File: src/rtl/dubs_pkg.sv
// Package for the dispense, UV and backwash sequencer: item types and code constants.
package dubs_pkg;

    // Item kinds
    localparam logic [1:0] KIND_TICK       = 2'd0;
    localparam logic [1:0] KIND_BW_REQUEST = 2'd1;
    localparam logic [1:0] KIND_ABORT      = 2'd2;
    localparam logic [1:0] KIND_TAKE_FAULT = 2'd3;

    // Sequencer phases
    localparam logic [1:0] PH_IDLE    = 2'd0;
    localparam logic [1:0] PH_UV_PRE  = 2'd1;
    localparam logic [1:0] PH_DISP    = 2'd2;
    localparam logic [1:0] PH_UV_POST = 2'd3;

    // Dispense modes
    localparam logic [1:0] MODE_TIME  = 2'd0;
    localparam logic [1:0] MODE_PULSE = 2'd1;

    // Configuration register indexes
    localparam int unsigned CFG_IDX_W = 3;
    localparam logic [CFG_IDX_W-1:0] CFG_BW_DEFAULT = 3'd0;
    localparam logic [CFG_IDX_W-1:0] CFG_DISP_TIME  = 3'd1;
    localparam logic [CFG_IDX_W-1:0] CFG_PULSE_GOAL = 3'd2;
    localparam logic [CFG_IDX_W-1:0] CFG_DISP_MODE  = 3'd3;
    localparam logic [CFG_IDX_W-1:0] CFG_OVERRIDE   = 3'd4;

    // Timing constants and the dispense count limit
    localparam logic [31:0] BW_RESET_MS = 32'd5000;
    localparam logic [31:0] UV_PRE_MS   = 32'd100;
    localparam logic [31:0] UV_TAIL_MS  = 32'd100;
    localparam logic [2:0]  TALLY_MAX   = 3'd5;

    typedef struct packed {
        logic [1:0]  kind;
        logic [31:0] now_ms;
        logic        dispense_cmd;
        logic [1:0]  water_level;
        logic        uv_good;
        logic [31:0] flow_count;
        logic [31:0] bw_len_ms;
    } t_in_item;

    typedef struct packed {
        logic        backwash_on;
        logic        dispense_on;
        logic        uv_on;
        logic [1:0]  phase;
        logic [2:0]  dispenses_done;
        logic        uv_fault;
        logic [31:0] backwash_left_ms;
    } t_out_item;

endpackage

File: src/rtl/dubs_in_stage.sv
// Input register stage: holds one accepted item for the sequencer core.
module dubs_in_stage (
    input  logic               i_clk,
    input  logic               i_rst_n,
    input  logic               i_valid,
    input  dubs_pkg::t_in_item i_data,
    input  logic               i_advance,
    output logic               o_stall,
    output logic               o_valid,
    output dubs_pkg::t_in_item o_data
);

    logic               r_valid;
    dubs_pkg::t_in_item r_data;
    logic               take;

    // The register can load when it is empty or its item moves on this cycle.
    assign take = !r_valid || i_advance;

    always_ff @(posedge i_clk) begin
        if (!i_rst_n) begin
            r_valid <= 1'b0;
        end else if (take) begin
            r_valid <= i_valid;
        end
    end

    always_ff @(posedge i_clk) begin
        if (take && i_valid) begin
            r_data <= i_data;
        end
    end

    assign o_stall = !take;
    assign o_valid = r_valid;
    assign o_data  = r_data;

endmodule

File: src/rtl/dubs_core.sv
// Sequencer core: configuration registers, state and the per-item decision logic.
module dubs_core (
    input  logic                             i_clk,
    input  logic                             i_rst_n,
    input  logic                             i_fire,
    input  dubs_pkg::t_in_item               i_item,
    input  logic                             i_cfg_we,
    input  logic [dubs_pkg::CFG_IDX_W-1:0]   i_cfg_index,
    input  logic [31:0]                      i_cfg_data,
    output dubs_pkg::t_out_item              o_result
);

    // Configuration
    logic [31:0] r_bw_default_ms;
    logic [31:0] r_disp_time_ms;
    logic [15:0] r_pulse_goal;
    logic [1:0]  r_disp_mode;
    logic        r_override_on;

    // State
    logic [1:0]  r_phase,         n_phase;
    logic [31:0] r_phase_start,   n_phase_start;
    logic        r_prev_cmd,      n_prev_cmd;
    logic [2:0]  r_tally,         n_tally;
    logic        r_bw_request,    n_bw_request;
    logic [31:0] r_bw_request_ms, n_bw_request_ms;
    logic        r_bw_active,     n_bw_active;
    logic [31:0] r_bw_start,      n_bw_start;
    logic [31:0] r_bw_run,        n_bw_run;
    logic [31:0] r_pulse_base,    n_pulse_base;
    logic        r_fault,         n_fault;

    logic        want_disp;
    logic        want_uv;
    logic        fault_out;
    logic [31:0] bw_left;

    logic [31:0] bw_el;
    logic        bw_expired;
    logic [31:0] bw_req_run;
    logic        lvl_ok;
    logic        bw_start;
    logic [31:0] ph_el;
    logic [31:0] pulse_el;
    logic        profile_ok;
    logic        cmd_edge;
    logic        disp_done;
    logic [2:0]  tally_base;

    always_ff @(posedge i_clk) begin
        if (!i_rst_n) begin
            r_bw_default_ms <= dubs_pkg::BW_RESET_MS;
            r_disp_time_ms  <= '0;
            r_pulse_goal    <= '0;
            r_disp_mode     <= dubs_pkg::MODE_TIME;
            r_override_on   <= 1'b0;
        end else if (i_cfg_we) begin
            case (i_cfg_index)
                dubs_pkg::CFG_BW_DEFAULT: r_bw_default_ms <= i_cfg_data;
                dubs_pkg::CFG_DISP_TIME:  r_disp_time_ms  <= i_cfg_data;
                dubs_pkg::CFG_PULSE_GOAL: r_pulse_goal    <= i_cfg_data[15:0];
                dubs_pkg::CFG_DISP_MODE:  r_disp_mode     <= i_cfg_data[1:0];
                dubs_pkg::CFG_OVERRIDE:   r_override_on   <= i_cfg_data[0];
                default: ;
            endcase
        end
    end

    // Shared timing terms
    assign bw_el      = i_item.now_ms - r_bw_start;
    assign bw_expired = bw_el >= r_bw_run;
    assign bw_req_run = (r_bw_request_ms != '0) ? r_bw_request_ms : r_bw_default_ms;
    assign lvl_ok     = (i_item.water_level > 2'd1) ||
                        (r_override_on && (i_item.water_level != 2'd0));
    assign bw_start   = r_bw_request && !r_bw_active && lvl_ok && (bw_req_run != '0);
    assign ph_el      = i_item.now_ms - r_phase_start;
    assign pulse_el   = i_item.flow_count - r_pulse_base;
    assign cmd_edge   = i_item.dispense_cmd && !r_prev_cmd;

    always_comb begin
        case (r_disp_mode)
            dubs_pkg::MODE_TIME:  profile_ok = r_disp_time_ms != '0;
            dubs_pkg::MODE_PULSE: profile_ok = r_pulse_goal != '0;
            default:              profile_ok = 1'b0;
        endcase
    end

    always_comb begin
        case (r_disp_mode)
            dubs_pkg::MODE_TIME:  disp_done = (r_disp_time_ms == '0) ||
                                              (ph_el >= r_disp_time_ms);
            dubs_pkg::MODE_PULSE: disp_done = (r_pulse_goal == '0) ||
                                              (pulse_el >= {16'd0, r_pulse_goal});
            default:              disp_done = 1'b1;
        endcase
    end

    assign tally_base = bw_start ? 3'd0 : r_tally;

    always_comb begin
        n_phase         = r_phase;
        n_phase_start   = r_phase_start;
        n_prev_cmd      = r_prev_cmd;
        n_tally         = r_tally;
        n_bw_request    = r_bw_request;
        n_bw_request_ms = r_bw_request_ms;
        n_bw_active     = r_bw_active;
        n_bw_start      = r_bw_start;
        n_bw_run        = r_bw_run;
        n_pulse_base    = r_pulse_base;
        n_fault         = r_fault;
        want_disp       = 1'b0;
        want_uv         = 1'b0;
        fault_out       = r_fault;
        bw_left         = '0;

        if (i_item.kind == dubs_pkg::KIND_TICK) begin
            // Backwash overlay first: a pending request starts or stops it,
            // then a running backwash ends on time or an empty tank.
            n_bw_request = 1'b0;
            if (r_bw_request) begin
                n_bw_request_ms = '0;
            end
            if (bw_start) begin
                n_bw_active = 1'b1;
                n_bw_start  = i_item.now_ms;
                n_bw_run    = bw_req_run;
                bw_left     = bw_req_run;
            end else begin
                n_bw_active = r_bw_active && !r_bw_request && !bw_expired &&
                              (i_item.water_level != 2'd0);
                bw_left     = n_bw_active ? (r_bw_run - bw_el) : '0;
            end

            n_tally    = tally_base;
            n_prev_cmd = i_item.dispense_cmd;
            unique case (r_phase)
                dubs_pkg::PH_IDLE: begin
                    if (cmd_edge && (i_item.water_level != 2'd0) && profile_ok) begin
                        want_uv       = 1'b1;
                        n_phase       = dubs_pkg::PH_UV_PRE;
                        n_phase_start = i_item.now_ms;
                    end
                end
                dubs_pkg::PH_UV_PRE: begin
                    want_uv = 1'b1;
                    if (ph_el >= dubs_pkg::UV_PRE_MS) begin
                        n_phase_start = i_item.now_ms;
                        if (i_item.uv_good) begin
                            want_disp    = 1'b1;
                            n_pulse_base = i_item.flow_count;
                            n_phase      = dubs_pkg::PH_DISP;
                        end else begin
                            n_fault = 1'b1;
                            n_phase = dubs_pkg::PH_IDLE;
                        end
                    end
                end
                dubs_pkg::PH_DISP: begin
                    want_uv = 1'b1;
                    if (!i_item.uv_good) begin
                        n_fault       = 1'b1;
                        n_phase       = dubs_pkg::PH_IDLE;
                        n_phase_start = i_item.now_ms;
                    end else if (disp_done) begin
                        if (tally_base < dubs_pkg::TALLY_MAX) begin
                            n_tally = tally_base + 3'd1;
                        end
                        n_phase       = dubs_pkg::PH_UV_POST;
                        n_phase_start = i_item.now_ms;
                    end else begin
                        want_disp = 1'b1;
                    end
                end
                dubs_pkg::PH_UV_POST: begin
                    want_uv = 1'b1;
                    if (ph_el >= dubs_pkg::UV_TAIL_MS) begin
                        want_uv       = 1'b0;
                        n_phase       = dubs_pkg::PH_IDLE;
                        n_phase_start = i_item.now_ms;
                    end
                end
                default: ;
            endcase
            fault_out = n_fault;
        end else begin
            if (i_item.kind == dubs_pkg::KIND_BW_REQUEST) begin
                n_bw_request    = 1'b1;
                n_bw_request_ms = i_item.bw_len_ms;
            end
            if (i_item.kind == dubs_pkg::KIND_ABORT) begin
                if (r_phase != dubs_pkg::PH_IDLE) begin
                    n_phase       = dubs_pkg::PH_IDLE;
                    n_phase_start = i_item.now_ms;
                end
                n_prev_cmd = 1'b0;
            end
            if (i_item.kind == dubs_pkg::KIND_TAKE_FAULT) begin
                n_fault = 1'b0;
            end
            want_uv   = n_phase != dubs_pkg::PH_IDLE;
            want_disp = n_phase == dubs_pkg::PH_DISP;
            bw_left   = (r_bw_active && !bw_expired) ? (r_bw_run - bw_el) : '0;
        end
    end

    always_ff @(posedge i_clk) begin
        if (!i_rst_n) begin
            r_phase         <= dubs_pkg::PH_IDLE;
            r_phase_start   <= '0;
            r_prev_cmd      <= 1'b0;
            r_tally         <= '0;
            r_bw_request    <= 1'b0;
            r_bw_request_ms <= '0;
            r_bw_active     <= 1'b0;
            r_bw_start      <= '0;
            r_bw_run        <= dubs_pkg::BW_RESET_MS;
            r_pulse_base    <= '0;
            r_fault         <= 1'b0;
        end else if (i_fire) begin
            r_phase         <= n_phase;
            r_phase_start   <= n_phase_start;
            r_prev_cmd      <= n_prev_cmd;
            r_tally         <= n_tally;
            r_bw_request    <= n_bw_request;
            r_bw_request_ms <= n_bw_request_ms;
            r_bw_active     <= n_bw_active;
            r_bw_start      <= n_bw_start;
            r_bw_run        <= n_bw_run;
            r_pulse_base    <= n_pulse_base;
            r_fault         <= n_fault;
        end
    end

    always_comb begin
        o_result.backwash_on      = n_bw_active;
        o_result.dispense_on      = want_disp;
        o_result.uv_on            = want_uv;
        o_result.phase            = n_phase;
        o_result.dispenses_done   = n_tally;
        o_result.uv_fault         = fault_out;
        o_result.backwash_left_ms = bw_left;
    end

endmodule

File: src/rtl/dubs_out_stage.sv
// Result register stage: holds one finished result item until the receiver takes it.
module dubs_out_stage (
    input  logic                i_clk,
    input  logic                i_rst_n,
    input  logic                i_valid,
    input  dubs_pkg::t_out_item i_data,
    input  logic                i_stall,
    output logic                o_advance,
    output logic                o_valid,
    output dubs_pkg::t_out_item o_data
);

    logic                r_valid;
    dubs_pkg::t_out_item r_data;

    // The register frees up when it is empty or its item is taken this cycle.
    assign o_advance = !r_valid || !i_stall;

    always_ff @(posedge i_clk) begin
        if (!i_rst_n) begin
            r_valid <= 1'b0;
        end else if (o_advance) begin
            r_valid <= i_valid;
        end
    end

    always_ff @(posedge i_clk) begin
        if (o_advance && i_valid) begin
            r_data <= i_data;
        end
    end

    assign o_valid = r_valid;
    assign o_data  = r_data;

endmodule

File: src/rtl/dispense_uv_backwash_sequencer.sv
// Top level of the water dispense sequencer with UV supervision and backwash overlay.
//
// Input channel: i_in_valid, o_in_stall and i_in_data. An item is taken at a
// rising edge where i_in_valid is high and o_in_stall is low. Each item is a
// tick update, a backwash request, an abort or a take-fault request, and each
// gives exactly one result item on the output channel.
// Output channel: o_out_valid, i_out_stall and o_out_data. A result item is
// taken at an edge where o_out_valid is high and i_out_stall is low.
// Configuration: i_cfg_valid, o_cfg_ready, i_cfg_index and i_cfg_data. The
// port is always ready; indexes past the last register are ignored. Writes
// are meant to happen only while no item is in flight.
// An item lands in the input register; when the result register can take
// it, the sequencer state updates and the result register loads together.
// One item per cycle is sustained while the receiver does not stall, since
// the whole decision is a single pass of subtractions and compares between them.
// When the receiver stalls, the result register holds its item and the input
// register keeps one more; only then is o_in_stall raised.
// Reset (synchronous, active low) empties both registers, returns the
// sequencer to idle and loads the register defaults, backwash default 5000 ms.
module dispense_uv_backwash_sequencer (
    input  logic                           i_clk,
    input  logic                           i_rst_n,
    input  logic                           i_in_valid,
    output logic                           o_in_stall,
    input  dubs_pkg::t_in_item             i_in_data,
    output logic                           o_out_valid,
    input  logic                           i_out_stall,
    output dubs_pkg::t_out_item            o_out_data,
    input  logic                           i_cfg_valid,
    output logic                           o_cfg_ready,
    input  logic [dubs_pkg::CFG_IDX_W-1:0] i_cfg_index,
    input  logic [31:0]                    i_cfg_data
);

    logic                advance;
    logic                in_valid;
    dubs_pkg::t_in_item  in_item;
    logic                fire;
    dubs_pkg::t_out_item result;

    assign o_cfg_ready = 1'b1;

    dubs_in_stage u_in_stage (
        .i_clk     (i_clk),
        .i_rst_n   (i_rst_n),
        .i_valid   (i_in_valid),
        .i_data    (i_in_data),
        .i_advance (advance),
        .o_stall   (o_in_stall),
        .o_valid   (in_valid),
        .o_data    (in_item)
    );

    // The held item is worked on in the cycle that the result register can take it.
    assign fire = in_valid && advance;

    dubs_core u_core (
        .i_clk       (i_clk),
        .i_rst_n     (i_rst_n),
        .i_fire      (fire),
        .i_item      (in_item),
        .i_cfg_we    (i_cfg_valid && o_cfg_ready),
        .i_cfg_index (i_cfg_index),
        .i_cfg_data  (i_cfg_data),
        .o_result    (result)
    );

    dubs_out_stage u_out_stage (
        .i_clk     (i_clk),
        .i_rst_n   (i_rst_n),
        .i_valid   (in_valid),
        .i_data    (result),
        .i_stall   (i_out_stall),
        .o_advance (advance),
        .o_valid   (o_out_valid),
        .o_data    (o_out_data)
    );

endmodule

File: config.mk
export PLATFORM = sky130hd
export DESIGN_NAME = dispense_uv_backwash_sequencer
export DESIGN_NICKNAME = d
export VERILOG_FILES = /design/src/rtl/dubs_pkg.sv /design/src/rtl/dubs_in_stage.sv /design/src/rtl/dubs_core.sv /design/src/rtl/dubs_out_stage.sv /design/src/rtl/dispense_uv_backwash_sequencer.sv
export SDC_FILE = /design/constraint.sdc
export NUM_CORES = 1
export LEC_CHECK = 0
export ABC_CLOCK_PERIOD_IN_PS = 13200
export BUFFER_PORTS_ARGS = -buffer_cell sky130_fd_sc_hd__clkbuf_2
export CORE_ASPECT_RATIO = 2
export CORE_MARGIN = 2
export CORE_UTILIZATION = 55
export CTS_BUF_LIST = sky130_fd_sc_hd__clkbuf_16
export CTS_CLUSTER_SIZE = 8
export DETAILED_ROUTE_END_ITERATION = 10
export GPL_TIMING_DRIVEN = 0
export HOLD_SLACK_MARGIN = 0.12
export PLACE_DENSITY = 0.78
export SYNTH_ARGS = -nofsm -noshare
export SYNTH_HDL_FRONTEND = slang
export SYNTH_SLANG_ARGS = --single-unit
File: constraint.sdc
create_clock -name i_clk -period 13.2 [get_ports i_clk]
set_input_delay 0.66 -clock i_clk [delete_from_list [all_inputs] [get_ports i_clk]]
set_output_delay 0.66 -clock i_clk [all_outputs]
set_load 0.01 [all_outputs]
==> impl_table.tex, run 1 <==
\begin{tabular}{lr}
\hline
Metric & Value \\
\hline
\multicolumn{2}{l}{\textbf{Synth}} \\
Syn Inst Count & $\sim$2.8k \\
Post-synthesis sequential area ratio & 38.81\% \\
Combined area of all synthesized cells & between 20000 and 25000 um2 \\
Number of register bits inferred by synthesis & 397 \\
Number of warnings issued by yosys & 0 \\
Number of enable-type register cells in the synthesized netlist & 143 \\
Netlist cell types & 89 \\
Post-synth ARST share & 0\% \\
Post-synthesis average cell area & 8.743 um2 \\
Dominant synthesized flop cell & dfxtp\_1 \\
Post-Syn Nets & 3091 \\
\multicolumn{2}{l}{\textbf{Setup path}} \\
R2r worst-path depth & 19 \\
Worst reg2reg path endpoint & u\_out\_stage.o\_data[34] \\
Startpoint class of the critical path & flip-flop \\
Register-to-register setup slack & $\sim$6.1 ns \\
Cell chain of the critical path & ha\_1, clkbuf\_1, a21oi\_1, o21ai\_0, or3\_1, o21ai\_0, xnor2\_1, ha\_1, a2111oi\_0, o211ai\_1, a311oi\_1, o2111ai\_1, a2111o\_1, nor4\_1, nand3\_1, nor3b\_1, o31a\_1, or2\_1, o21ai\_0 \\
Endpoint of the worst setup timing path & u\_out\_stage.o\_data[34] \\
Signal arrival time at the worst endpoint & 7.49 ns \\
Cell repeated most along the worst path & o21ai\_0 \\
Critical-path maximum fanout & 7 \\
Crit-path max cell delay & slightly below 0.8 ns \\
Critical path class & reg2reg \\
Worst Path Required & 13.63 ns \\
Reg-to-reg startpoint & u\_in\_stage.o\_data[46] \\
Critical Path Slowest Stage Cell & a311oi\_1 \\
Worst setup startpoint & u\_in\_stage.o\_data[46] \\
Critical Path End Type & flip-flop \\
\multicolumn{2}{l}{\textbf{Global routing}} \\
Vias in the first global route & 22.71k \\
Total congestion overflow after global routing & 0 \\
Number of antenna violations at the first check in global routing & 1 \\
Pin count of the biggest net entering global routing & between 40 and 50 \\
Wire length of the first global-routing pass & 127700 um \\
Overall fraction of global-route tracks in use & 36.67\% \\
\multicolumn{2}{l}{\textbf{Route}} \\
Iteration-0 DRC count of the detailed router & between 1k and 1.5k \\
Total Routed Length & 85900 um \\
Average wire length per cell after detail routing & between 20 and 25 um \\
DR vias/cell & 6.232 \\
DRC violations left & 1 \\
Antenna Violating Nets Remaining & 0 \\
Overall via count from detail\_route & 22.41k \\
Pre-Repair DR Iteration Count & 9 \\
\multicolumn{2}{l}{\textbf{Clock tree}} \\
Number of buffers created by CTS & 55 \\
Sink Count & 397 \\
Count of buffers added by post-CTS timing repair for setup & 0 \\
Number of buffers added to fix hold violations after cts & 0 \\
CTS max path bufs & 3 \\
CTS tree & done \\
Clock-pin slew reported for the worst setup and hold paths after clock tree synthesis & roughly 0.06 ns \\
Clock network latency to the later pin of the worst-skew pair & 0.63 ns \\
Number of H-tree branching levels & 2 \\
Post-cts sizing count & 0 \\
Cell chosen for the clock root & clkbuf\_16 \\
\multicolumn{2}{l}{\textbf{Pwr}} \\
Combinational share of power & 16.2\% \\
Fraction of power consumed by the clock network & 41.4\% \\
Part of the total power dissipated in sequential elements & 42.4\% \\
Cell leakage power & between 10 and 15 nW \\
Total power & 3.155 mW \\
Switching power of the nets & 0.9196 mW \\
Switch share & 29.15\% \\
Worst ir drop on vdd & between 0.1 and 0.15 mV \\
Ratio of total power to cell area & 115.0 nW/um2 \\
Internal power component & approximately 2.2 mW \\
\multicolumn{2}{l}{\textbf{Timing}} \\
Final clock skew & between 0.05 and 0.06 ns \\
Count of pins over their slew limit & 0 \\
Timing-limited maximum frequency & around 0.14 GHz \\
RSZ-0062 raised after global routing & false \\
Fin Setup TNS & 0 ns \\
Actual transition at the worst max-transition pin & 1.449 ns \\
Min Tclk post-route & 7.065 ns \\
Number of hold-slack violations in the final timing report & 0 \\
Headroom to the max-slew limit & under 10\% \\
Final-report setup violation count & 0 \\
Period utilisation layout & 53.52\% \\
\multicolumn{2}{l}{\textbf{Finish}} \\
Synthesis-to-layout area growth & 13.56\% \\
Leading cell type in the layout, fill and taps excluded & nand2\_1 \\
Highest-count cells in the layout ignoring fill and taps & nand2\_1, dfxtp\_1, inv\_1 \\
Storage element area & 9379 um2 \\
Filler cells & 3717 \\
Combined area of the multi-input logic cells & 13510 um2 \\
Layout cell share with drive strength beyond 1 & between 10\% and 20\% \\
Final layout net count & 3334 \\
\multicolumn{2}{l}{\textbf{Die}} \\
Core area & about 43000 um2 \\
Die X-Extent & 152.2 um \\
Top-Level Pins & roughly 190 \\
Starting Density & 55.71\% \\
Number of cell rows & 108 \\
Die span in y & around 300 um \\
Area of the die & 45730 um2 \\
\multicolumn{2}{l}{\textbf{Status}} \\
Failing checks & DRC \\
Result of the run & finished, violations left \\
\multicolumn{2}{l}{\textbf{Flow run}} \\
Max-capacitance violation count & 0 \\
\multicolumn{2}{l}{\textbf{Worst hold path}} \\
Min-Delay Path Class & in2reg \\
\multicolumn{2}{l}{\textbf{Place}} \\
DP HPWL & 68750 um \\
Number of buffers added on ports & 183 \\
Placer's final routability congestion estimate & 1.038 \\
\hline
\end{tabular}
==> through the flow <==
stage | setup slack [ns] | instances | hold WS [ns] | utilization, % | cell area (um2)
5_1_grt | 5.954 | 3595 | 0.1903 | 63.27 | 27440
4_1_cts | 6.352 | 3595 | 0.1855 | 63.27 | 27440
3_5_place_dp | 6.410 | 3500 | 0.4410 | 59.59 | 25850
6_report | 6.135 | 3596 | 0.2003 | 63.27 | 27450
3_3_place_gp | 4.843 | 3497 | 0.4356 | 59.41 | 25770
2_1_floorplan | 7.217 | 2764 | 0.4284 | - | 24170
==> worst max-delay path, delay by kind of cell (launching register included) <==
kind,cells,cell delay (ns)
adder cells (fa/ha/maj),2,0.59
AND/OR/NAND/NOR,5,1.77
buffers and inverters,1,0.18
XOR/XNOR,1,0.14
AO/OA/AOI/OAI,10,3.80
flip-flops,1,0.39
==> power groups by stage <==
stage	Sequential (mW)	Clock, mW	Combinational, mW
floorplan	1.35	0	0.323
global placement	1.36	0	0.484
detailed placement	1.36	0	0.499
CTS	1.34	1.32	0.502
global route	1.34	1.37	0.552
finish	1.34	1.31	0.511
==> flip-flops by register name (all words and copies together) (netlist names), 2 cells and up <==
signal	flops
u_core.r_bw_start	32
u_core.r_bw_run	32
u_in_stage.o_data	102
u_core.r_phase_start	32
u_core.r_tally	3
u_core.r_bw_default_ms	32
u_out_stage.o_data	41
u_core.r_disp_time_ms	32
u_core.r_phase	2
u_core.r_bw_request_ms	32
u_core.r_pulse_goal	16
u_core.r_disp_mode	2
u_core.r_pulse_base	32
==> worst min path at each step <==
stage                                  startpoint                 endpoint  slack (ns)  cells after the start
final                               i_in_data[36]    u_in_stage.o_data[36]        0.20                      1
after global routing                i_in_data[38]    u_in_stage.o_data[38]        0.19                      1
after CTS                            i_in_data[7]     u_in_stage.o_data[7]        0.19                      1
after detailed placement  u_core.r_pulse_base[26]  u_core.r_pulse_base[26]        0.44                      2
after global placement    u_core.r_pulse_base[15]  u_core.r_pulse_base[15]        0.44                      2
after floorplan           u_core.r_pulse_base[10]  u_core.r_pulse_base[10]        0.43                      2
==> cell type report <==
cell class              count  area share [%]
multi-input cells        2042           49.22
flip-flops and latches    397           34.17
clock buffers              55           5.015
repair buffers            186           3.583
inverters                 196           2.685
well taps                 550           2.507
plain buffers             129           2.010
clock inverters            40          0.7978
diodes                      1        0.009118
==> metal layers <==
metal / share of wire [%] / GRT usage [%] / up-vias / wire length (um)
met1: 32 / 33.82 / 10670 / 27580
met2: 53 / 69.37 / 913 / 45440
li1: - / - / 10470 / -
met5: 0 / 0 / - / 0
met3: 4.6 / 4.678 / 352 / 3954
met4: 10 / 32.87 / 0 / 8919
==> logic make-up after synthesis <==
logic type      count (synthesis)  synth area share (%)
buf+inv                       325                 5.327
other cells                     1               0.01552
mux                            10                0.4245
flops                         397                 38.81
fa+ha+maj                     185                 9.702
simple gates                  940                 19.03
compound gates                819                 23.54
xor+xnor                       87                 3.153
==> cells in the mapped netlist, types with 30 or more instances <==
| cell type | count | area (um2) |
|---|---|---|
| a22oi_1 | 39 | 292.8 |
| a21oi_1 | 162 | 810.8 |
| a21boi_0 | 114 | 855.8 |
| nand2_1 | 431 | 1618 |
| ha_1 | 181 | 2265 |
| edfxtp_1 | 143 | 4294 |
| xnor2_1 | 47 | 411.6 |
| nor4_1 | 37 | 231.5 |
| xor2_1 | 40 | 350.3 |
| dfxtp_1 | 254 | 5085 |
| o211a_1 | 37 | 370.4 |
| o21ai_0 | 91 | 455.4 |
| a21o_1 | 54 | 405.4 |
| clkbuf_1 | 98 | 367.9 |
| nand3_1 | 79 | 395.4 |
| o211ai_1 | 32 | 240.2 |
| nand4_1 | 30 | 187.7 |
| o21ai_2 | 30 | 262.8 |
| o22ai_1 | 33 | 206.5 |
| nor2_1 | 112 | 420.4 |
| nand3_2 | 30 | 300.3 |
| nor2b_1 | 61 | 381.6 |
| o21ai_1 | 32 | 160.2 |
| inv_1 | 195 | 732.0 |
No activity file was read; power rests on OpenSTA's default activity.
==> run 2, diff against run 1 <==
--- a/config.mk
+++ b/config.mk
@@ -5,7 +5,8 @@
 export SDC_FILE = /design/constraint.sdc
 export NUM_CORES = 1
 export LEC_CHECK = 0
-export ABC_CLOCK_PERIOD_IN_PS = 13200
+export ABC_AREA = 1
+export ABC_CLOCK_PERIOD_IN_PS = 6800
 export BUFFER_PORTS_ARGS = -buffer_cell sky130_fd_sc_hd__clkbuf_2
 export CORE_ASPECT_RATIO = 2
 export CORE_MARGIN = 2
==> constraint.sdc (replaced) <==
create_clock -name i_clk -period 6.8 [get_ports i_clk]
set_input_delay 0.34 -clock i_clk [delete_from_list [all_inputs] [get_ports i_clk]]
set_output_delay 0.34 -clock i_clk [all_outputs]
set_load 0.01 [all_outputs]
==> run 2 against run 1 <==
The run now ends clean. Register-to-register slack worse by 5.7 ns. Clock power up 96%. Die area down 1.6%. Non-clock buffer count up 95. Highest routed layer is now met5. Clock skew down 0.031 ns. Worst hold slack worse by 0.057 ns. Utilization up 3.4 points. Fmax up 12%.
==> impl_table.tex, run 2 <==
\begin{tabular}{lr}
\hline
Metric & Value \\
\hline
\multicolumn{2}{l}{\textbf{Status}} \\
Result of the run & finished clean \\
\multicolumn{2}{l}{\textbf{Setup path}} \\
Worst Path Required & 7.17 ns (-6.46 ns) \\
Critical path class & reg2reg \\
Critical-path maximum fanout & 10 (+3) \\
Cell repeated most along the worst path & nand2\_1 \\
Crit-path max cell delay & 0.48 ns (-0.31 ns) \\
Register-to-register setup slack & 0.47 ns (-5.66 ns) \\
Signal arrival time at the worst endpoint & 6.70 ns (-0.79 ns) \\
Startpoint class of the critical path & flip-flop \\
Critical Path End Type & flip-flop \\
Critical Path Slowest Stage Cell & a21oi\_1 \\
\multicolumn{2}{l}{\textbf{Die}} \\
Top-Level Pins & 186 (unchanged) \\
Die span in y & 298.0 um (-0.82\%) \\
Core area & 42570 um2 (-1.9\%) \\
Die X-Extent & 151.0 um (-0.80\%) \\
Number of cell rows & 107 (-0.93\%) \\
Area of the die & 45000 um2 (-1.6\%) \\
Starting Density & 55.83\% (+0.12 points) \\
\multicolumn{2}{l}{\textbf{Clock tree}} \\
Number of buffers created by CTS & 55 (unchanged) \\
CTS tree & done \\
Sink Count & 397 (unchanged) \\
Clock network latency to the later pin of the worst-skew pair & 0.61 ns (-0.02 ns) \\
Clock-pin slew reported for the worst setup and hold paths after clock tree synthesis & 0.05 ns (about the same) \\
Cell chosen for the clock root & clkbuf\_16 \\
CTS max path bufs & 3 (unchanged) \\
Post-cts sizing count & 0 (unchanged) \\
Number of H-tree branching levels & 2 (unchanged) \\
\multicolumn{2}{l}{\textbf{Route}} \\
Average wire length per cell after detail routing & 19.93 um (-17\%) \\
DRC violations left & 0 (-1) \\
Pre-Repair DR Iteration Count & 6 (-3) \\
Antenna Violating Nets Remaining & 0 (unchanged) \\
Total Routed Length & 83360 um (-3.0\%) \\
DR vias/cell & 5.572 (-11\%) \\
Overall via count from detail\_route & 23.31k (+4.0\%) \\
Iteration-0 DRC count of the detailed router & 1623 (+21\%) \\
\multicolumn{2}{l}{\textbf{Timing}} \\
Count of pins over their slew limit & 0 (unchanged) \\
Final-report setup violation count & 0 (unchanged) \\
Period utilisation layout & 93.04\% (+40 points) \\
Fin Setup TNS & 0 ns (unchanged) \\
Min Tclk post-route & 6.326 ns (-0.7387 ns) \\
Actual transition at the worst max-transition pin & 1.051 ns (-0.3982 ns) \\
RSZ-0062 raised after global routing & false \\
Timing-limited maximum frequency & 0.1581 GHz (+12\%) \\
Number of hold-slack violations in the final timing report & 0 (unchanged) \\
Final clock skew & 0.02650 ns (-0.03089 ns) \\
Headroom to the max-slew limit & 29.95\% (+27 points) \\
\multicolumn{2}{l}{\textbf{Pwr}} \\
Part of the total power dissipated in sequential elements & 41.1\% (-1.3 points) \\
Cell leakage power & 13.15 nW (+23\%) \\
Switch share & 30.15\% (+1.0 points) \\
Worst ir drop on vdd & 0.2205 mV (+51\%) \\
Ratio of total power to cell area & 225.9 nW/um2 (+96\%) \\
Combinational share of power & 18.9\% (+2.7 points) \\
Internal power component & 4.480 mW (+100\%) \\
Switching power of the nets & 1.934 mW (+110\%) \\
Fraction of power consumed by the clock network & 40.0\% (-1.4 points) \\
\multicolumn{2}{l}{\textbf{Synth}} \\
Combined area of all synthesized cells & 23770 um2 (-1.6\%) \\
Dominant synthesized flop cell & dfxtp\_1 \\
Netlist cell types & 58 (-35\%) \\
Number of warnings issued by yosys & 0 (unchanged) \\
Post-synthesis sequential area ratio & 39.46\% (+0.65 points) \\
Post-synthesis average cell area & 7.391 um2 (-15\%) \\
Number of register bits inferred by synthesis & 397 (unchanged) \\
Post-Syn Nets & 3543 (+15\%) \\
Number of enable-type register cells in the synthesized netlist & 143 (unchanged) \\
Area share of the largest cell type after synthesis & 21.39\% (+0.35 points) \\
Top cells by count, synth & nand2\_1, inv\_1, a21oi\_1 \\
Syn Inst Count & 3216 (+16\%) \\
Cells taking the most area after synthesis & dfxtp\_1, edfxtp\_1, nand2\_1 \\
Most common cell in the synthesized netlist & nand2\_1 \\
Leading area contributor after synthesis & dfxtp\_1 \\
Post-synth ARST share & 0\% (unchanged) \\
\multicolumn{2}{l}{\textbf{Place}} \\
DP HPWL & 63650 um (-7.4\%) \\
Placer's final routability congestion estimate & 1.021 (-1.6\%) \\
Cell total after placement & 3947 (+13\%) \\
Number of buffers added on ports & 184 (+0.55\%) \\
\multicolumn{2}{l}{\textbf{Global routing}} \\
Met1 usage & 33.68\% (-0.15 points) \\
Routing usage on met2 & 64.23\% (-5.1 points) \\
Wire length of the first global-routing pass & 125100 um (-2.1\%) \\
Vias in the first global route & 23.58k (+3.9\%) \\
Number of antenna violations at the first check in global routing & 4 (+3) \\
Pin count of the biggest net entering global routing & 54 (+10\%) \\
Total congestion overflow after global routing & 0 (unchanged) \\
Met3 GRT Util & 7.182\% (+2.5 points) \\
Overall fraction of global-route tracks in use & 36.88\% (+0.21 points) \\
Grt peak-use layer & met2 \\
\multicolumn{2}{l}{\textbf{Flow run}} \\
Max-capacitance violation count & 0 (unchanged) \\
\multicolumn{2}{l}{\textbf{Finish}} \\
Filler cells & 3822 (+2.8\%) \\
Max FFs per register & 102 (unchanged) \\
Layout cell share with drive strength beyond 1 & 8.698\% (-3.0 points) \\
Highest-count cells in the layout ignoring fill and taps & nand2\_1, inv\_1, a21oi\_1 \\
Final Instance Count excl. Fillers & 4183 (+16\%) \\
Synthesis-to-layout area growth & 19.49\% \\
Final layout net count & 3924 (+18\%) \\
Leading cell type in the layout, fill and taps excluded & nand2\_1 \\
\multicolumn{2}{l}{\textbf{Worst hold path}} \\
Min-Delay Path Class & in2reg \\
\hline
\end{tabular}
## run 2: cell count changes after synthesis, moves of 25 or more
cell      before  now
o21ai_0       91  212
o211ai_1      32    6
nand3_2       30    5
nand3_1       79  150
a22oi_1       39    0
nor2b_1       61    0
o21ai_2       30    1
a21boi_0     114    4
clkbuf_1      98   68
nand2_1      431  713
a21o_1        54    6
nor2_1       112  312
a21oi_1      162  346
inv_1        195  457
## run 2: worst paths after layout
| kind | start | endpoint | cells past startpoint |
|---|---|---|---|
| hold reg to reg | u_core.r_bw_start[17] | u_core.r_bw_start[17] | 2 |
| setup / recovery | u_in_stage.o_data[68] | u_out_stage.o_data[10] | 30 |
| hold / removal | i_cfg_index[1] | u_core.r_disp_mode[1] | 3 |
| setup reg to reg | u_in_stage.o_data[68] | u_out_stage.o_data[10] | 30 |
## run 2: timing repair
| action | in CTS | in global routing |
|---|---|---|
| hold endpoints to repair | 154 | 0 |
| hold buffers | 138 | 0 |
| buffers inserted | 0 | 0 |
## run 2: worst max-delay path: cells and delay by family, from the launching register on
kind	cells	cell delay (ns)
AO/OA/AOI/OAI	10	2.49
adder cells (fa/ha/maj)	3	0.97
buffers and inverters	5	0.76
flip-flops	1	0.42
AND/OR/NAND/NOR	12	1.44
## run 2: kinds of logic (layout without fill, tap and decap cells)
logic type | count (synthesis) | after routing | share of synthesized area (%)
simple gates | 1327 | 1327 | 23.44
compound gates | 673 | 673 | 15.38
buf+inv | 557 | 974 | 9.038
flops | 397 | 397 | 39.46
fa+ha+maj | 185 | 185 | 9.865
xor+xnor | 76 | 76 | 2.800
other cells | 1 | 6 | 0.01578
## run 2: final cells by class
| type | instances | area, um2 | share of cell area [%] |
|---|---|---|---|
| Buffer | 86 | 380.4 | 1.339 |
| Clock buffer | 57 | 1426 | 5.022 |
| Inverter | 471 | 1770 | 6.233 |
| Antenna cell | 5 | 12.51 | 0.04405 |
| Multi-Input combinational cell | 2262 | 12250 | 43.13 |
| Tap cell | 545 | 681.9 | 2.401 |
| Sequential cell | 397 | 9379 | 33.02 |
| Timing Repair Buffer | 324 | 2350 | 8.273 |
| Clock inverter | 36 | 152.6 | 0.5374 |
## run 2: layer usage
layer / up-vias / share of wire [%]
met5: - / 0.017
met3: 416 / 5.8
met2: 900 / 49
met1: 10600 / 32
li1: 11390 / -
met4: 2 / 13
## run 2: power groups by stage
stage / logic [mW] / registers, mW / clock network [mW]
2_1_floorplan: 0.787 / 2.64 / 0
3_3_place_gp: 1.10 / 2.68 / 0
3_5_place_dp: 1.12 / 2.67 / 0
4_1_cts: 1.19 / 2.63 / 2.56
5_1_grt: 1.35 / 2.64 / 2.67
6_report: 1.21 / 2.63 / 2.57
## run 2: metrics by stage
| step | area [um2] | util [%] | worst slack [ns] | hold WS (ns) | power, mW |
|---|---|---|---|---|---|
| 2_1_floorplan | 23770 | - | 2.103 | 0.4240 | 3.424 |
| 3_3_place_gp | 25370 | 59.60 | 0.6308 | 0.4419 | 3.775 |
| 3_5_place_dp | 25430 | 59.73 | 0.6132 | 0.4506 | 3.790 |
| 4_1_cts | 28390 | 66.68 | 0.6107 | 0.1297 | 6.374 |
| 5_1_grt | 28390 | 66.69 | 0.09285 | 0.1755 | 6.658 |
| 6_report | 28400 | 66.71 | 0.4735 | 0.1436 | 6.415 |
==> run 3, diff against run 2 <==
--- a/config.mk
+++ b/config.mk
@@ -5,14 +5,13 @@
 export SDC_FILE = /design/constraint.sdc
 export NUM_CORES = 1
 export LEC_CHECK = 0
-export ABC_AREA = 1
 export ABC_CLOCK_PERIOD_IN_PS = 6800
-export BUFFER_PORTS_ARGS = -buffer_cell sky130_fd_sc_hd__clkbuf_2
+export BUFFER_PORTS_ARGS = -buffer_cell sky130_fd_sc_hd__buf_2
 export CORE_ASPECT_RATIO = 2
 export CORE_MARGIN = 2
 export CORE_UTILIZATION = 55
 export CTS_BUF_LIST = sky130_fd_sc_hd__clkbuf_16
-export CTS_CLUSTER_SIZE = 8
+export CTS_CLUSTER_SIZE = 20
 export DETAILED_ROUTE_END_ITERATION = 10
 export GPL_TIMING_DRIVEN = 0
 export HOLD_SLACK_MARGIN = 0.12
==> run 3 against run 2 <==
The run now ends with capacitance limit, slew limit, setup timing left. Final cell count fell by 11%. First-iteration DRC count fell by 3.6%. Cell area rose by 0.38%. Worst setup slack got worse by 0.52 ns. Register-to-register slack got worse by 0.52 ns. Flip-flop and latch count did not move. Clock skew rose by 0.015 ns. Worst hold slack improved by 0.053 ns. Fmax fell by 7.6%. Clock power fell by 14%. Total power fell by 8.8%. Highest routed layer is now met4.
==> impl_table.tex, run 3 (same netlist as run 1, synthesis figures left out) <==
\begin{tabular}{lr}
\hline
Metric & Value \\
\hline
\multicolumn{2}{l}{\textbf{Pwr}} \\
Cell leakage power & 11.00 nW (-16\%) \\
Part of the total power dissipated in sequential elements & 44.3\% (+3.2 points) \\
Switching power of the nets & 1.708 mW (-12\%) \\
Internal power component & 4.142 mW (-7.6\%) \\
Fraction of power consumed by the clock network & 37.6\% (-2.4 points) \\
Combinational share of power & 18.1\% (-0.8 points) \\
Switch share & 29.19\% (-0.96 points) \\
Ratio of total power to cell area & 205.2 nW/um2 (-9.2\%) \\
Worst ir drop on vdd & 0.2450 mV (+11\%) \\
\multicolumn{2}{l}{\textbf{Clock tree}} \\
Clock-pin slew reported for the worst setup and hold paths after clock tree synthesis & 0.07 ns (+0.02 ns) \\
Count of buffers added by post-CTS timing repair for setup & 0 (unchanged) \\
Cell chosen for the clock root & clkbuf\_16 \\
CTS tree & done \\
CTS max path bufs & 3 (unchanged) \\
Number of buffers created by CTS & 38 (-31\%) \\
Sink Count & 397 (unchanged) \\
Clock network latency to the later pin of the worst-skew pair & 0.59 ns (-0.02 ns) \\
Number of H-tree branching levels & 2 (unchanged) \\
\multicolumn{2}{l}{\textbf{Setup path}} \\
Critical-path maximum fanout & 7 (-3) \\
Startpoint class of the critical path & flip-flop \\
Worst reg2reg path endpoint & u\_out\_stage.o\_data[34] \\
Register-to-register setup slack & -0.05 ns (-0.52 ns) \\
Worst Path Required & 7.13 ns (-0.04 ns) \\
Critical Path End Type & flip-flop \\
Signal arrival time at the worst endpoint & 7.18 ns (+0.48 ns) \\
Reg-to-reg startpoint & u\_in\_stage.o\_data[46] \\
R2r worst-path depth & 19 (-37\%) \\
Critical path class & reg2reg \\
\multicolumn{2}{l}{\textbf{Timing}} \\
Min Tclk post-route & 6.849 ns (+0.5224 ns) \\
Actual transition at the worst max-transition pin & 1.614 ns (+0.5628 ns) \\
Final-report setup violation count & 1 (+1) \\
Worst-case setup margin in the final layout & -0.04883 ns (-0.5224 ns) \\
RSZ-0062 raised after global routing & false \\
Headroom to the max-slew limit & -8.561\% (-39 points) \\
Period utilisation layout & 100.7\% (+7.7 points) \\
Count of pins over their slew limit & 3 (+3) \\
Final clock skew & 0.04200 ns (+0.01550 ns) \\
Fin Setup TNS & -0.04883 ns (-0.04883 ns) \\
Timing-limited maximum frequency & 0.1460 GHz (-7.6\%) \\
Number of hold-slack violations in the final timing report & 0 (unchanged) \\
\multicolumn{2}{l}{\textbf{Finish}} \\
Final layout net count & 3453 (-12\%) \\
Leading cell type in the layout, fill and taps excluded & nand2\_1 \\
Synthesis-to-layout area growth & 17.97\% \\
Max FFs per register & 102 (unchanged) \\
Layout cell share with drive strength beyond 1 & 11.41\% (+2.7 points) \\
Final core utilization & 65.73\% (-0.99 points) \\
Highest-count cells in the layout ignoring fill and taps & nand2\_1, dfxtp\_1, inv\_1 \\
\multicolumn{2}{l}{\textbf{Place}} \\
Number of buffers added on ports & 183 (-0.54\%) \\
Placement Setup Slack & -0.1856 ns (-0.7988 ns) \\
Placer's final routability congestion estimate & 1.044 (+2.3\%) \\
DP HPWL & 67660 um (+6.3\%) \\
\multicolumn{2}{l}{\textbf{Die}} \\
Area of the die & 45730 um2 (+1.6\%) \\
Starting Density & 55.71\% (-0.12 points) \\
Core area & 43380 um2 (+1.9\%) \\
Top-Level Pins & 186 (unchanged) \\
Number of cell rows & 108 (+0.93\%) \\
Die X-Extent & 152.2 um (+0.81\%) \\
Die span in y & 300.4 um (+0.82\%) \\
\multicolumn{2}{l}{\textbf{Route}} \\
DR vias/cell & 6.178 (+11\%) \\
Pre-Repair DR Iteration Count & 6 (unchanged) \\
Average wire length per cell after detail routing & 23.38 um (+17\%) \\
DRC violations left & 0 (unchanged) \\
Iteration-0 DRC count of the detailed router & 1565 (-3.6\%) \\
Overall via count from detail\_route & 22.91k (-1.7\%) \\
Antenna Violating Nets Remaining & 0 (unchanged) \\
Total Routed Length & 86700 um (+4.0\%) \\
\multicolumn{2}{l}{\textbf{Global routing}} \\
Wire length of the first global-routing pass & 130000 um (+3.9\%) \\
Vias in the first global route & 23.38k (-0.85\%) \\
Number of antenna violations at the first check in global routing & 2 (-2) \\
Overall fraction of global-route tracks in use & 37.01\% (+0.13 points) \\
Pin count of the biggest net entering global routing & 49 (-9.3\%) \\
Total congestion overflow after global routing & 0 (unchanged) \\
\multicolumn{2}{l}{\textbf{Flow run}} \\
Max-capacitance violation count & 1 (+1) \\
\multicolumn{2}{l}{\textbf{Worst hold path}} \\
Cell depth of the worst hold path & 4 (+1) \\
WHS Endpoint & u\_core.r\_override\_on \\
Min-Delay Path Class & in2reg \\
Startpoint of the worst hold path & i\_cfg\_index[2] \\
\multicolumn{2}{l}{\textbf{Status}} \\
Failing checks & capacitance limit, slew limit, setup timing \\
Result of the run & finished, violations left \\
\hline
\end{tabular}
==> run 3: what timing repair did <==
| item | 4_1_cts | 5_1_grt |
|---|---|---|
| gates resized for setup | 2 | 14 |
| hold endpoints to repair | 176 | 0 |
| setup endpoints to repair | 6 | 42 |
| hold buffers | 136 | 0 |
==> run 3: power groups by stage <==
| stage | clock network (mW) | logic, mW | registers (mW) |
|---|---|---|---|
| final | 2.20 | 1.06 | 2.59 |
| after global routing | 2.30 | 1.14 | 2.59 |
| after CTS | 2.22 | 1.03 | 2.59 |
| after detailed placement | 0 | 0.960 | 2.64 |
| after global placement | 0 | 0.932 | 2.65 |
| after floorplan | 0 | 0.626 | 2.62 |
==> run 3: area by class of cell <==
class,instances,area [um2]
flip-flops and latches,397,9379
diodes,3,7.507
repair buffers,322,2345
multi-input cells,2042,13550
well taps,550,688.2
fillers,3576,14870
clock buffers,39,975.9
clock inverters,30,274.0
plain buffers,129,555.5
inverters,196,737.0
==> run 3: stage by stage <==
stage                     instance area, um2  cells  hold slack, ns  total power, mW
final                                  28510   3708          0.1962            5.849
after global routing                   28500   3706          0.2451            6.029
after CTS                              28470   3705          0.1804            5.837
after detailed placement               25850   3500          0.4402            3.600
after global placement                 25770   3497          0.4357            3.578
after floorplan                        24170   2764          0.4284            3.247
==> run 3: worst max-delay path, cell delays in order, from the launching register on <==
cell,delay (ns)
edfxtp_1,0.41
ha_1,0.30
clkbuf_1,0.19
a21oi_1,0.37
o21ai_1,0.32
or3_1,0.44
o21ai_0,0.41
xnor2_1,0.14
ha_1,0.26
a2111oi_2,0.41
o211ai_1,0.18
a311oi_2,0.53
o2111ai_1,0.22
a2111o_1,0.39
nor4_1,0.55
nand3_1,0.28
nor3b_1,0.33
o31a_1,0.21
or2_1,0.27
o21ai_0,0.39
==> run 3: worst max-delay path by stage <==
stage	cells past startpoint	start	endpoint	slack, ns
after global placement	3	i_out_stall	u_in_stage.o_data[79]	-1.22
after floorplan	2	i_out_stall	u_in_stage.o_data[0]	1.14
after global routing	26	u_in_stage.o_data[68]	u_out_stage.o_data[18]	0.003
final	19	u_in_stage.o_data[46]	u_out_stage.o_data[34]	-0.05
after detailed placement	19	u_in_stage.o_data[46]	u_out_stage.o_data[34]	-0.19
after CTS	23	u_in_stage.o_data[69]	u_out_stage.o_data[18]	0.02
==> run 3: layer usage <==
layer | track usage (%) | part of all wire (%) | up-vias
li1 | - | - | 10710
met1 | 34.05 | 33 | 10870
met2 | 69.28 | 52 | 934
met3 | 5.081 | 4.8 | 393
met4 | 34.31 | 11 | 0
met5 | 0 | 0 | -
